### src/pce_pkg.sv
// package for the piecewise curve envelope: payload structs, codes, constants
// used by all modules in src
package pce_pkg;

    localparam int MAX_SEGMENTS_DEF = 8;
    localparam int FRAC_BITS_DEF    = 16;
    localparam int Q16_ONE          = 65536;

    typedef enum logic [1:0] {
        ACT_LOAD    = 2'd0,
        ACT_TICK    = 2'd1,
        ACT_RESTART = 2'd2,
        ACT_NONE    = 2'd3
    } action_t;

    typedef enum logic [1:0] {
        CFG_TOTAL_LENGTH  = 2'd0,
        CFG_START_LEVEL   = 2'd1,
        CFG_SEGMENT_COUNT = 2'd2,
        CFG_UNUSED        = 2'd3
    } cfg_index_t;

    typedef struct packed {
        logic [1:0]  action;
        logic [2:0]  slot;
        logic [16:0] seg_fraction;
        logic [16:0] seg_target;
        logic        seg_shape;
        logic [23:0] shape_a;
    } in_item_t;

    typedef struct packed {
        logic [16:0] level;
        logic [3:0]  segment_now;
        logic        finished;
        logic        overrun_error;
        logic        domain_clamp;
    } out_item_t;

    typedef enum logic [3:0] {
        ST_IDLE,
        ST_SUM,
        ST_SKIP,
        ST_X_DIV,
        ST_CUBE1,
        ST_CUBE2,
        ST_CIS_DIV,
        ST_CIS_CHK,
        ST_CIS_DIV2,
        ST_CIS_SUM,
        ST_SQRT,
        ST_SCALE,
        ST_EMIT
    } state_t;

    function automatic logic [16:0] sat17(input logic [16:0] v);
        return (v > 17'(Q16_ONE)) ? 17'(Q16_ONE) : v;
    endfunction

endpackage

### src/pce_front.sv
// front part: queues incoming items in arrival order and hands them to the
// back part, which classifies and carries them out; uses pce_pkg
module pce_front #(
    parameter int QDEPTH = 2
) (
    input  logic              clk,
    input  logic              rst_n,
    input  logic              push,
    output logic              full,
    input  pce_pkg::in_item_t in_item,
    output logic              cmd_valid,
    output pce_pkg::in_item_t cmd_item,
    input  logic              cmd_take
);
    localparam int PW = (QDEPTH > 1) ? $clog2(QDEPTH) : 1;

    pce_pkg::in_item_t  q_mem [QDEPTH];
    logic [PW-1:0]      wr_reg, wr_next, rd_reg, rd_next;
    logic [PW:0]        cnt_reg, cnt_next;
    logic               do_push, do_pop;

    assign full     = (cnt_reg == (PW+1)'(QDEPTH));
    assign do_push  = push && !full;
    assign do_pop   = cmd_take && (cnt_reg != '0);
    assign cmd_valid = (cnt_reg != '0);
    assign cmd_item = q_mem[rd_reg];

    always_comb
    begin
        wr_next  = do_push ? ((wr_reg == PW'(QDEPTH-1)) ? '0 : wr_reg + 1'b1) : wr_reg;
        rd_next  = do_pop  ? ((rd_reg == PW'(QDEPTH-1)) ? '0 : rd_reg + 1'b1) : rd_reg;
        cnt_next = cnt_reg + (PW+1)'(do_push) - (PW+1)'(do_pop);
    end

    always_ff @(posedge clk or negedge rst_n)
    begin
        if (!rst_n)
        begin
            wr_reg  <= '0;
            rd_reg  <= '0;
            cnt_reg <= '0;
        end
        else
        begin
            wr_reg  <= wr_next;
            rd_reg  <= rd_next;
            cnt_reg <= cnt_next;
        end
    end

    always_ff @(posedge clk)
    begin
        if (do_push)
            q_mem[wr_reg] <= in_item;
    end
endmodule

### config.mk
export PLATFORM = sky130hd
export DESIGN_NAME = pce_front
export DESIGN_NICKNAME = d
export VERILOG_FILES = /design/src/pce_pkg.sv /design/src/pce_front.sv
export SDC_FILE = /design/constraint.sdc
export NUM_CORES = 1
export LEC_CHECK = 0
export ABC_AREA = 1
export BUFFER_PORTS_ARGS = -buffer_cell sky130_fd_sc_hd__buf_2
export CORE_UTILIZATION = 43
export CTS_CLUSTER_DIAMETER = 30
export DETAILED_ROUTE_END_ITERATION = 16
export PLACE_DENSITY = 0.7
export SLEW_MARGIN = 20
export SYNTH_ARGS = -nofsm -noshare
export SYNTH_HDL_FRONTEND = slang
export SYNTH_SLANG_ARGS = --single-unit
export TNS_END_PERCENT = 50
### constraint.sdc
create_clock -name clk -period 3.9 [get_ports clk]
set_input_delay 0.39 -clock clk [delete_from_list [all_inputs] [get_ports clk]]
set_output_delay 0.39 -clock clk [all_outputs]
set_load 0.005 [all_outputs]
Word-level counts from Yosys, hierarchy flattened
Memories as Yosys holds them, arrays and structs flattened.
Index checks and enable logic that the tools add are counted.
{"block": "totals", "regBits": 4, "latchBits": 0, "ram_bits": 128, "rom_bits": 0, "out_inout_bits": 66, "wordCells": 17, "mem_count": 1}
{"block": "classes", "addsub": 4, "mul": 0, "n_div": 0, "magnitude_cmp": 0, "eq_ne": 1, "shifts": 0, "muxes": 4, "bitwise": 0, "n_reduce_logical": 4}
{"name": "q_mem", "words": 2, "word_bits": 64, "rd": 1, "rd_ports_with_merged_regs": 0, "write_ports": 1, "line": "pce_front.sv:17", "text": "pce_pkg::in_item_t q_mem [QDEPTH];"}
{"operator": "1-bit 2-to-1 mux", "count": 4}
{"operator": "1-bit adder, second input constant", "count": 2}
{"operator": "2-bit by 1-bit adder with 2-bit output", "count": 1}
{"operator": "2-bit equality test, second input constant", "count": 1}
{"operator": "1-bit logical AND", "count": 2}
{"operator": "2-bit nonzero test", "count": 1}
{"operator": "2-bit by 1-bit subtractor with 2-bit output", "count": 1}
{"operator": "1-bit zero test", "count": 1}

Depth between registers and ports, before layout
Gate-level depths: netlist of the first run.
{"block": "depth", "word_depth": 5, "mapped_depth": 10, "ltp_nobuf": 10}

Least setup slack after synthesis of the first run
Ideal clock, no wire load.
{"block": "synth_path", "path_type": "register to register", "from": "register cnt_reg[1]", "to": "memory q_mem[1][0] in the netlist's numbering (enable)", "setup_time_ns": 0.486, "arrival_time_ns": 3.234, "setup_slack_ns": 0.180, "stages_incl_launch_ff": 4, "n_path_buf": 0, "synth_period_minus_slack_ns": 3.720, "cell_sequence": "dfrtp_1 > nand2_1 > nand2_1 > nor2_1"}
{"block": "synth_between", "elab_chain_len": 5}
{"item": "from (decl)", "line": "pce_front.sv:19", "text": "logic [PW:0] cnt_reg, cnt_next;"}
{"item": "from (signal assigned)", "line": "pce_front.sv:47", "text": "cnt_reg <= cnt_next;"}
{"item": "2-bit equality test", "line": "pce_front.sv:22", "text": "assign full = (cnt_reg == (PW+1)'(QDEPTH));"}
{"item": "1-bit zero test", "line": "pce_front.sv:23", "text": "assign do_push = push && !full;"}
{"item": "1-bit logical AND", "line": "pce_front.sv:23"}
{"item": "1-bit 2-to-1 mux", "line": "pce_front.sv:53", "text": "if (do_push)"}
{"item": "1-bit 2-to-1 mux (not written as such)", "line": "pce_front.sv:54", "text": "q_mem[wr_reg] <= in_item;"}
{"item": "to (decl)", "line": "pce_front.sv:17"}
Every way passes these cells.

==> metrics.cfg, run 1 <==
[outcome]
outcome = finished clean

[cells_and_area]
fin_nets = 579
layout-drive-gt1-share_pct = 31.61
fin_area_sq_um = 6228
final_cell_mix = nand2_1, buf_2, edfxtp_1
diodes = 0
fillerInstances = 910
largest_reg_flops = 128
syn2layout_area_growth_pct = 27.51
final_common_cell = nand2_1
fin_cells = 662

[route]
wl_met1_mm = 3.831
finalWirelength_mm = 8.881
vias_per_cell = 4.576
ant_nets = 0
firstDrtPassIters = 4
met2WireLength_mm = 4.351
drt_iter0_markers = 134
met3_length_um = 525
vias = 3029
routedWlPerCell_um = 13.42
highest_layer = met4
drc = 0

[power]
cellLeakagePower_nw = 2.733
power_density_nw_per_um2 = 764.1
worst_ir_drop_vdd_v = 0.0003989
total_power_mw = 4.759

[place]
place_inst = 629
hpwl_mm = 5.286
port_buffers = 133
placedInstanceArea_sq_um = 5667
gp_congestion = 0.7274

[global_routing]
grt_pass1_wl_mm = 13.60
grt-ovfl-total = 0
grt_pass1_vias = 2899
grt_max_degree = 66
gr-usage-all-layers_pct = 15.80
antenna_found_initial = 0

[setup_path]
reg2reg_to = q_mem[0][39]
timing.reg2reg.setup_slack_ns = 1.82
critPathCaptureType = output port
r2r_start = cnt_reg[1]
path_max_fanout = 65
path_class = reg -> out
start_kind = flop
reg2reg_depth = 4
cp_data_arrival_time_ns = 1.98
crit_required_ns = 3.51

[timing]
rsz0062_at_grt = false
finalCritPeriodShare_pct = 60.73
setup_viol = 0
skew_ns = 0.005534
timing.fmax_mhz = 422.2
worstMarginPinSlew_ns = 0.9198
period_minus_slack_ns = 2.368
maxSlewViolCount = 0
final.setup.tns_ns = 0
slew_headroom_pct = 38.61
finalHoldViolations = 0

[synth]
syn-num-nets = 437
synth-seq-cells = 132
ys_warn_count = 0
synth_seq_area_share_pct = 80.74
synth_top_area_cell = edfxtp_1
synth_cells = 367
synth_area_per_cell_sq_um = 13.31
synth_area_sq_um = 4885
synth_top_cell_area_share_pct = 78.69
yosysUniqueCellTypes = 10
synth_top_cells_by_area = edfxtp_1, nand2_1, dfrtp_1, buf_4, inv_1

[cts]
cts-root-buf = clkbuf_16
path_clk_slew_ns = 0.05
cts.repair.resized = 0
cts_buffers = 17
clk-insertion-delay-late_ns = 0.40
cts_setup_buffers = 0
cts.sink_count = 132
clk_path_buf_depth = 2
cts_tree = yes
htree_levels = 4

[floorplan]
dieWidth_um = 108.6
initial_utilization_pct = 44.67
core_sq_um = 10940
die-area_sq_um = 11790
rows = 38
pin_count = 134
die_height_um = 108.6

[flow_run]
drv_cap = 0

[hold_path]
hold_start = in_item[32]
hold_path_class = in -> reg
hold_depth = 1
holdPathEnd = q_mem[1][32]

worst max-delay path, cell delays in order (launching register included):
cell	delay, ns
dfrtp_2	0.36
clkinv_2	0.70
nand2_1	0.27
nand2_1	0.09
buf_2	0.13
cell families after synthesis:
group | synth area share (%)
simple gates | 16.14
flops | 80.74
buf+inv | 2.613
fa+ha+maj | 0.5122
synthesized netlist by cell type:
| master | instances |
|---|---|
| inv_1 | 9 |
| buf_4 | 8 |
| ha_1 | 2 |
| nand2_1 | 205 |
| dfrtp_1 | 4 |
| edfxtp_1 | 128 |
| buf_2 | 6 |
| nand3_1 | 3 |
| inv_2 | 1 |
| nor2_1 | 1 |
how the worst max path moves through the flow:
stage / from / slack, ns / depth (start not counted) / end
6_report: rd_reg / 1.53 / 4 / cmd_item[21]
5_1_grt: rd_reg / 1.32 / 4 / cmd_item[31]
4_1_cts: rd_reg / 1.45 / 4 / cmd_item[5]
3_5_place_dp: cnt_reg[1] / 1.78 / 4 / q_mem[0][36]
3_3_place_gp: wr_reg / 1.82 / 4 / q_mem[0][38]
2_1_floorplan: cnt_reg[1] / 0.18 / 3 / q_mem[1][0]
routing by layer:
metal	up-vias	GRT usage, %
met5	-	0
met4	0	7.722
met3	17	4.521
met2	102	25.27
met1	1395	19.75
li1	1515	-
final cells by class:
class | instances | area (sq um) | area share, %
well taps | 140 | 175.2 | 2.812
clock inverters | 12 | 113.9 | 1.828
repair buffers | 137 | 698.2 | 11.21
multi-input cells | 211 | 820.8 | 13.18
flip-flops and latches | 132 | 3945 | 63.34
clock buffers | 20 | 436.7 | 7.011
inverters | 10 | 38.79 | 0.6227
where the power goes:
part	internal [mW]	leakage (nW)	switching, mW	total (mW)
clock network	0.927	0.264	0.539	1.47
logic	0.453	1.23	0.825	1.28
registers	1.94	1.24	0.0742	2.02
what timing repair did:
item	CTS	global route
setup endpoints to repair	0	0
hold endpoints to repair	4	0
hold buffers	1	0
stage by stage:
step	setup slack, ns	hold slack [ns]	util [%]
global route	1.319	0.1597	56.96
floorplan	0.1800	0.09441	-
global placement	1.819	0.1984	51.82
detailed placement	1.782	0.1991	51.82
CTS	1.450	0.1577	56.95
finish	1.532	0.1714	56.96
Note: power is estimated with default switching activity, not from simulation.
==> run 2: changes to the inputs <==
==> constraint.sdc (replaced) <==
create_clock -name clk -period 2.05 [get_ports clk]
set_input_delay 0.205 -clock clk [delete_from_list [all_inputs] [get_ports clk]]
set_output_delay 0.205 -clock clk [all_outputs]
set_load 0.005 [all_outputs]
==> metrics.cfg, run 2 (synthesis gave the netlist of run 1 again) <==
[cts]
cts.repair.resized = 0  ; unchanged
htree_levels = 4  ; unchanged
cts_setup_buffers = 0  ; unchanged
cts.sink_count = 132  ; unchanged
path_clk_slew_ns = 0.06  ; about the same
cts_hold_buf = 65  ; +64
clk_path_buf_depth = 2  ; unchanged
cts_buffers = 17  ; unchanged
clk-insertion-delay-late_ns = 0.40  ; about the same
cts_tree = yes
cts-root-buf = clkbuf_16

[flow_run]
drv_cap = 0  ; unchanged

[place]
gp_congestion = 0.6803  ; -6.5%
hpwl_mm = 5.730  ; +8.4%
port_buffers = 133  ; unchanged
dp_slack_ns = 0.5482  ; -1.234 ns

[timing]
slew_headroom_pct = 74.97  ; +36 points
timing.fmax_mhz = 572.2
skew_ns = 0.007512  ; +0.001979 ns
worstMarginPinSlew_ns = 0.3754  ; -0.5443 ns
period_minus_slack_ns = 1.748
setup_viol = 0  ; unchanged
finalCritPeriodShare_pct = 85.25
maxSlewViolCount = 0  ; unchanged
fin_ws_ns = 0.3023  ; -1.229 ns
finalHoldViolations = 0  ; unchanged
rsz0062_at_grt = false

[cells_and_area]
layout-drive-gt1-share_pct = 28.86  ; -2.7 points
diodes = 0  ; unchanged
largest_reg_flops = 128  ; unchanged
fillerInstances = 846  ; -7.0%
final_common_cell = nand2_1
fin_nets = 647  ; +12%
syn2layout_area_growth_pct = 42.67
final_cell_mix = nand2_1, buf_2, edfxtp_1

[global_routing]
grt-ovfl-total = 0  ; unchanged
antenna_found_initial = 0  ; unchanged
grt_pass1_vias = 3332  ; +15%
grt_pass1_wl_mm = 15.50  ; +14%
grt_max_degree = 65  ; -1.5%
gr-usage-all-layers_pct = 17.93  ; +2.1 points

[setup_path]
crit_chain = inv_2 -> buf_4 -> nand2_1 -> nand2_1 -> buf_2
cp-startpoint = rd_reg
start_kind = flop
reg2reg_to = q_mem[0][44]
timing.reg2reg.setup_slack_ns = 0.57  ; -1.25 ns
crit_family = buffers and inverters
path_class = reg -> out
critPathSlowestCell = dfrtp_2
r2r_start = cnt_reg[1]
cp_data_arrival_time_ns = 1.54  ; -0.44 ns
path_max_fanout = 35  ; -46%
cp_num_cells = 5  ; +1
critPathCaptureType = output port
critPathBufInv = 3  ; +1
worst_path_most_repeated_cell = nand2_1
reg2reg_depth = 4  ; unchanged
crit_required_ns = 1.85  ; -1.66 ns
crit_path_end = cmd_item[6]
cp_slowest_stage_delay_ns = 0.43  ; -0.27 ns

[route]
vias_per_cell = 4.564  ; -0.26%
finalWirelength_mm = 9.874  ; +11%
drc = 0  ; unchanged
drt_iter0_markers = 152  ; +13%
ant_nets = 0  ; unchanged
vias = 3327  ; +9.8%
firstDrtPassIters = 5  ; +1
routedWlPerCell_um = 13.54  ; +0.96%

[power]
total_power_mw = 9.405  ; +98%
worst_ir_drop_vdd_v = 0.0006754  ; +69%
power_density_nw_per_um2 = 1349  ; +77%
cellLeakagePower_nw = 3.042  ; +11%

[floorplan]
core_sq_um = 10940  ; unchanged
dieWidth_um = 108.6  ; unchanged
rows = 38  ; unchanged
initial_utilization_pct = 44.67  ; unchanged
die_height_um = 108.6  ; unchanged
pin_count = 134  ; unchanged
die-area_sq_um = 11790  ; unchanged

[outcome]
outcome = finished clean

[hold_path]
hold_path_class = in -> reg

## run 2: cell count changes in the layout (fill, tap and decap cells not counted)
| cell | change |
|---|---|
| clkinv_2 | -1 |
| clkinv_1 | -1 |
| dlygate4sd3_1 | +64 |
| buf_12 | +4 |
| clkinv_4 | -1 |
| bufinv_16 | +1 |
| clkinvlp_4 | +1 |
| inv_2 | +1 |
| clkbuf_1 | -1 |
## run 2: power by group
group	total, mW	leakage (nW)	switching, mW	internal [mW]
Combinational	2.67	1.53	1.63	1.04
Clock	2.90	0.271	1.02	1.88
Sequential	3.83	1.24	0.149	3.68
## run 2: metrics by stage
stage                     instances  hold WS (ns)  TNS, ns  cell area (sq um)  utilization [%]
after floorplan                 367      -0.09059   -11.99               4892                -
after global placement          633       0.02073        0               5747            52.55
after detailed placement        633       0.02571        0               5747            52.55
after CTS                       729       0.07408        0               6969            63.73
after global routing            729        0.1010        0               6969            63.73
final                           729       0.08448        0               6969            63.73
## run 2: worst register-to-register path: stages (launching register included)
cell and delay [ns]:
dfrtp_1 0.39, nand2_1 0.13, nand3_1 0.12, inv_2 0.29
buf_12 0.24
## run 2: how the worst min path moves through the flow
stage               startpoint         end  slack [ns]  depth (start not counted)
floorplan                rst_n  cnt_reg[0]       -0.09                          0
global placement         rst_n  cnt_reg[1]        0.02                          1
detailed placement       rst_n  cnt_reg[1]        0.03                          1
CTS                   cmd_take      rd_reg        0.07                          3
global route          cmd_take      rd_reg        0.10                          3
finish                cmd_take      rd_reg        0.08                          3
## run 2: metal layers
layer / track usage, % / up-vias / part of all wire (%)
li1: - / 1649 / -
met4: 9.653 / 0 / 2.3
met5: 0 / - / 0
met3: 5.063 / 16 / 5.9
met2: 30.61 / 119 / 51
met1: 20.33 / 1543 / 41
## run 2: area by class of cell
class / instances / area, sq um / area share, %
sequential: 132 / 3945 / 56.61
clock buffer: 19 / 432.9 / 6.212
timing repair buffer: 205 / 1419 / 20.36
clock inverter: 12 / 138.9 / 1.993
multi-input combinational: 211 / 820.8 / 11.78
inverter: 10 / 37.54 / 0.5386
tap: 140 / 175.2 / 2.513
==> run 3: changes to the inputs <==
--- a/config.mk
+++ b/config.mk
@@ -7,6 +7,7 @@
 export LEC_CHECK = 0
 export ABC_AREA = 1
 export BUFFER_PORTS_ARGS = -buffer_cell sky130_fd_sc_hd__buf_2
+export CORE_ASPECT_RATIO = 0.8
 export CORE_UTILIZATION = 43
 export CTS_CLUSTER_DIAMETER = 30
 export DETAILED_ROUTE_END_ITERATION = 16
==> metrics.cfg, run 3 (synthesis gave the netlist of run 1 again) <==
[outcome]
outcome = finished clean

[cells_and_area]
syn2layout_area_growth_pct = 41.91
fin_nets = 645  ; -0.31%
diodes = 0  ; unchanged
largest_reg_flops = 128  ; unchanged
final_cell_mix = nand2_1, buf_2, edfxtp_1
final_common_cell = nand2_1
post-route-util_pct = 63.16  ; -0.57 points
layout-drive-gt1-share_pct = 28.96  ; +0.098 points

[setup_path]
cp_data_arrival_time_ns = 1.58  ; +0.04 ns
crit_required_ns = 1.85  ; about the same
start_kind = flop
timing.reg2reg.setup_slack_ns = 0.56  ; about the same
reg2reg_depth = 4  ; unchanged
critPathSlowestCell = dfrtp_2
worst_path_most_repeated_cell = nand2_1
path_max_fanout = 36  ; +2.9%
cp_slowest_stage_delay_ns = 0.43  ; about the same
crit_chain = inv_2 -> buf_4 -> nand2_1 -> nand2_1 -> buf_2
path_class = reg -> out
r2r_start = cnt_reg[1]
critPathCaptureType = output port
reg2reg_to = q_mem[1][6]

[timing]
final.setup.tns_ns = 0  ; unchanged
finalCritPeriodShare_pct = 87.18  ; +1.9 points
finalHoldViolations = 0  ; unchanged
rsz0062_at_grt = false
worstMarginPinSlew_ns = 0.4352  ; +0.05977 ns
period_minus_slack_ns = 1.787  ; +0.03946 ns
slew_headroom_pct = 70.99  ; -4.0 points
maxSlewViolCount = 0  ; unchanged
timing.fmax_mhz = 559.6  ; -2.2%
skew_ns = 0.007189  ; -0.0003235 ns
fin_ws_ns = 0.2628  ; -0.03946 ns
setup_viol = 0  ; unchanged

[global_routing]
grt-ovfl-total = 0  ; unchanged
grt_max_degree = 66  ; +1.5%
antenna_found_initial = 0  ; unchanged
gr-usage-all-layers_pct = 18.39  ; +0.46 points
grt_pass1_vias = 3353  ; +0.63%
grt_pass1_wl_mm = 15.98  ; +3.1%

[cts]
path_clk_slew_ns = 0.06  ; about the same
htree_levels = 4  ; unchanged
cts-root-buf = clkbuf_16
cts_tree = yes
cts.repair.resized = 0  ; unchanged
clk-insertion-delay-late_ns = 0.41  ; about the same
clk_path_buf_depth = 2  ; unchanged
cts_buffers = 17  ; unchanged
cts.sink_count = 132  ; unchanged

[floorplan]
initial_utilization_pct = 44.51  ; -0.16 points
die-area_sq_um = 11790  ; about the same
core_sq_um = 10980  ; +0.37%
dieWidth_um = 121.2  ; +12%
pin_count = 134  ; unchanged
die_height_um = 97.33  ; -10%
rows = 34  ; -11%

[hold_path]
hold_start = in_item[37]
holdPathEnd = q_mem[1][37]
hold_path_class = in -> reg
hold_depth = 1  ; -2

[route]
ant_nets = 0  ; unchanged
drc = 0  ; unchanged
routedWlPerCell_um = 13.82  ; +2.0%
vias_per_cell = 4.565  ; about the same
drt_iter0_markers = 206  ; +36%
vias = 3337  ; +0.30%
firstDrtPassIters = 4  ; -1
finalWirelength_mm = 10.10  ; +2.3%

[place]
port_buffers = 133  ; unchanged
hpwl_mm = 5.640  ; -1.6%
gp_congestion = 0.7029  ; +3.3%
dp_slack_ns = 0.5709  ; +0.02264 ns

[power]
cellLeakagePower_nw = 3.036  ; -0.21%
power_density_nw_per_um2 = 1355  ; +0.39%
worst_ir_drop_vdd_v = 0.0009273  ; +37%

[flow_run]
drv_cap = 0  ; unchanged

-- run 3: cell count changes in the layout (fill, tap and decap cells not counted), sizes merged --
cell / before / now
clkinv: 6 / 8
buf: 140 / 139
clkinvlp: 3 / 1
dlygate4sd3: 65 / 64
-- run 3: per-layer routing --
metal	vias to the layer above	global-route usage [%]	wire length (um)
met2	121	30.77	5021
met4	0	8.072	156
li1	1646	-	-
met1	1553	21.65	4292
met5	-	0	0
met3	17	5.869	630
-- run 3: through the flow --
stage / power [mW] / cells / hold WS, ns / instance area [sq um]
after floorplan: 5.324 / 367 / -0.09059 / 4892
after global placement: 6.370 / 636 / 0.01595 / 5719
after detailed placement: 6.449 / 636 / 0.01973 / 5719
after CTS: 9.468 / 731 / 0.001210 / 6932
after global routing: 9.963 / 731 / 0.009317 / 6932
final: 9.390 / 731 / 0.02765 / 6932
-- run 3: what timing repair did --
| action | in CTS | in global routing |
|---|---|---|
| hold buffers | 64 | 0 |
| hold endpoints to repair | 130 | 0 |
| buffers inserted | 0 | 0 |
-- run 3: worst max-delay path, delay by kind of cell (launching register included) --
kind / cells / cell delay [ns]
simple gates: 2 / 0.22
flops: 1 / 0.43
buf+inv: 3 / 0.53
-- run 3: cell type report --
type	count	area, sq um
timing repair buffer	203	1376
tap	144	180.2
fill	821	4044
inverter	10	37.54
clock buffer	19	432.9
clock inverter	12	138.9
multi-input combinational	211	820.8
sequential	132	3945
-- run 3: report_power, final --
group	total, mW	switching (mW)	internal, mW
Clock	2.92	1.04	1.88
Combinational	2.63	1.64	0.997
Sequential	3.83	0.147	3.68
Total	9.39	2.82	6.57
-- run 3: how the worst max path moves through the flow --
stage               start           end  slack [ns]
2_1_floorplan      wr_reg   q_mem[0][0]       -0.19
3_3_place_gp   cnt_reg[1]  q_mem[1][12]        0.64
3_5_place_dp   cnt_reg[1]  q_mem[1][21]        0.57
4_1_cts            rd_reg  cmd_item[11]        0.22
5_1_grt            rd_reg  cmd_item[11]        0.13
6_report           rd_reg  cmd_item[62]        0.26
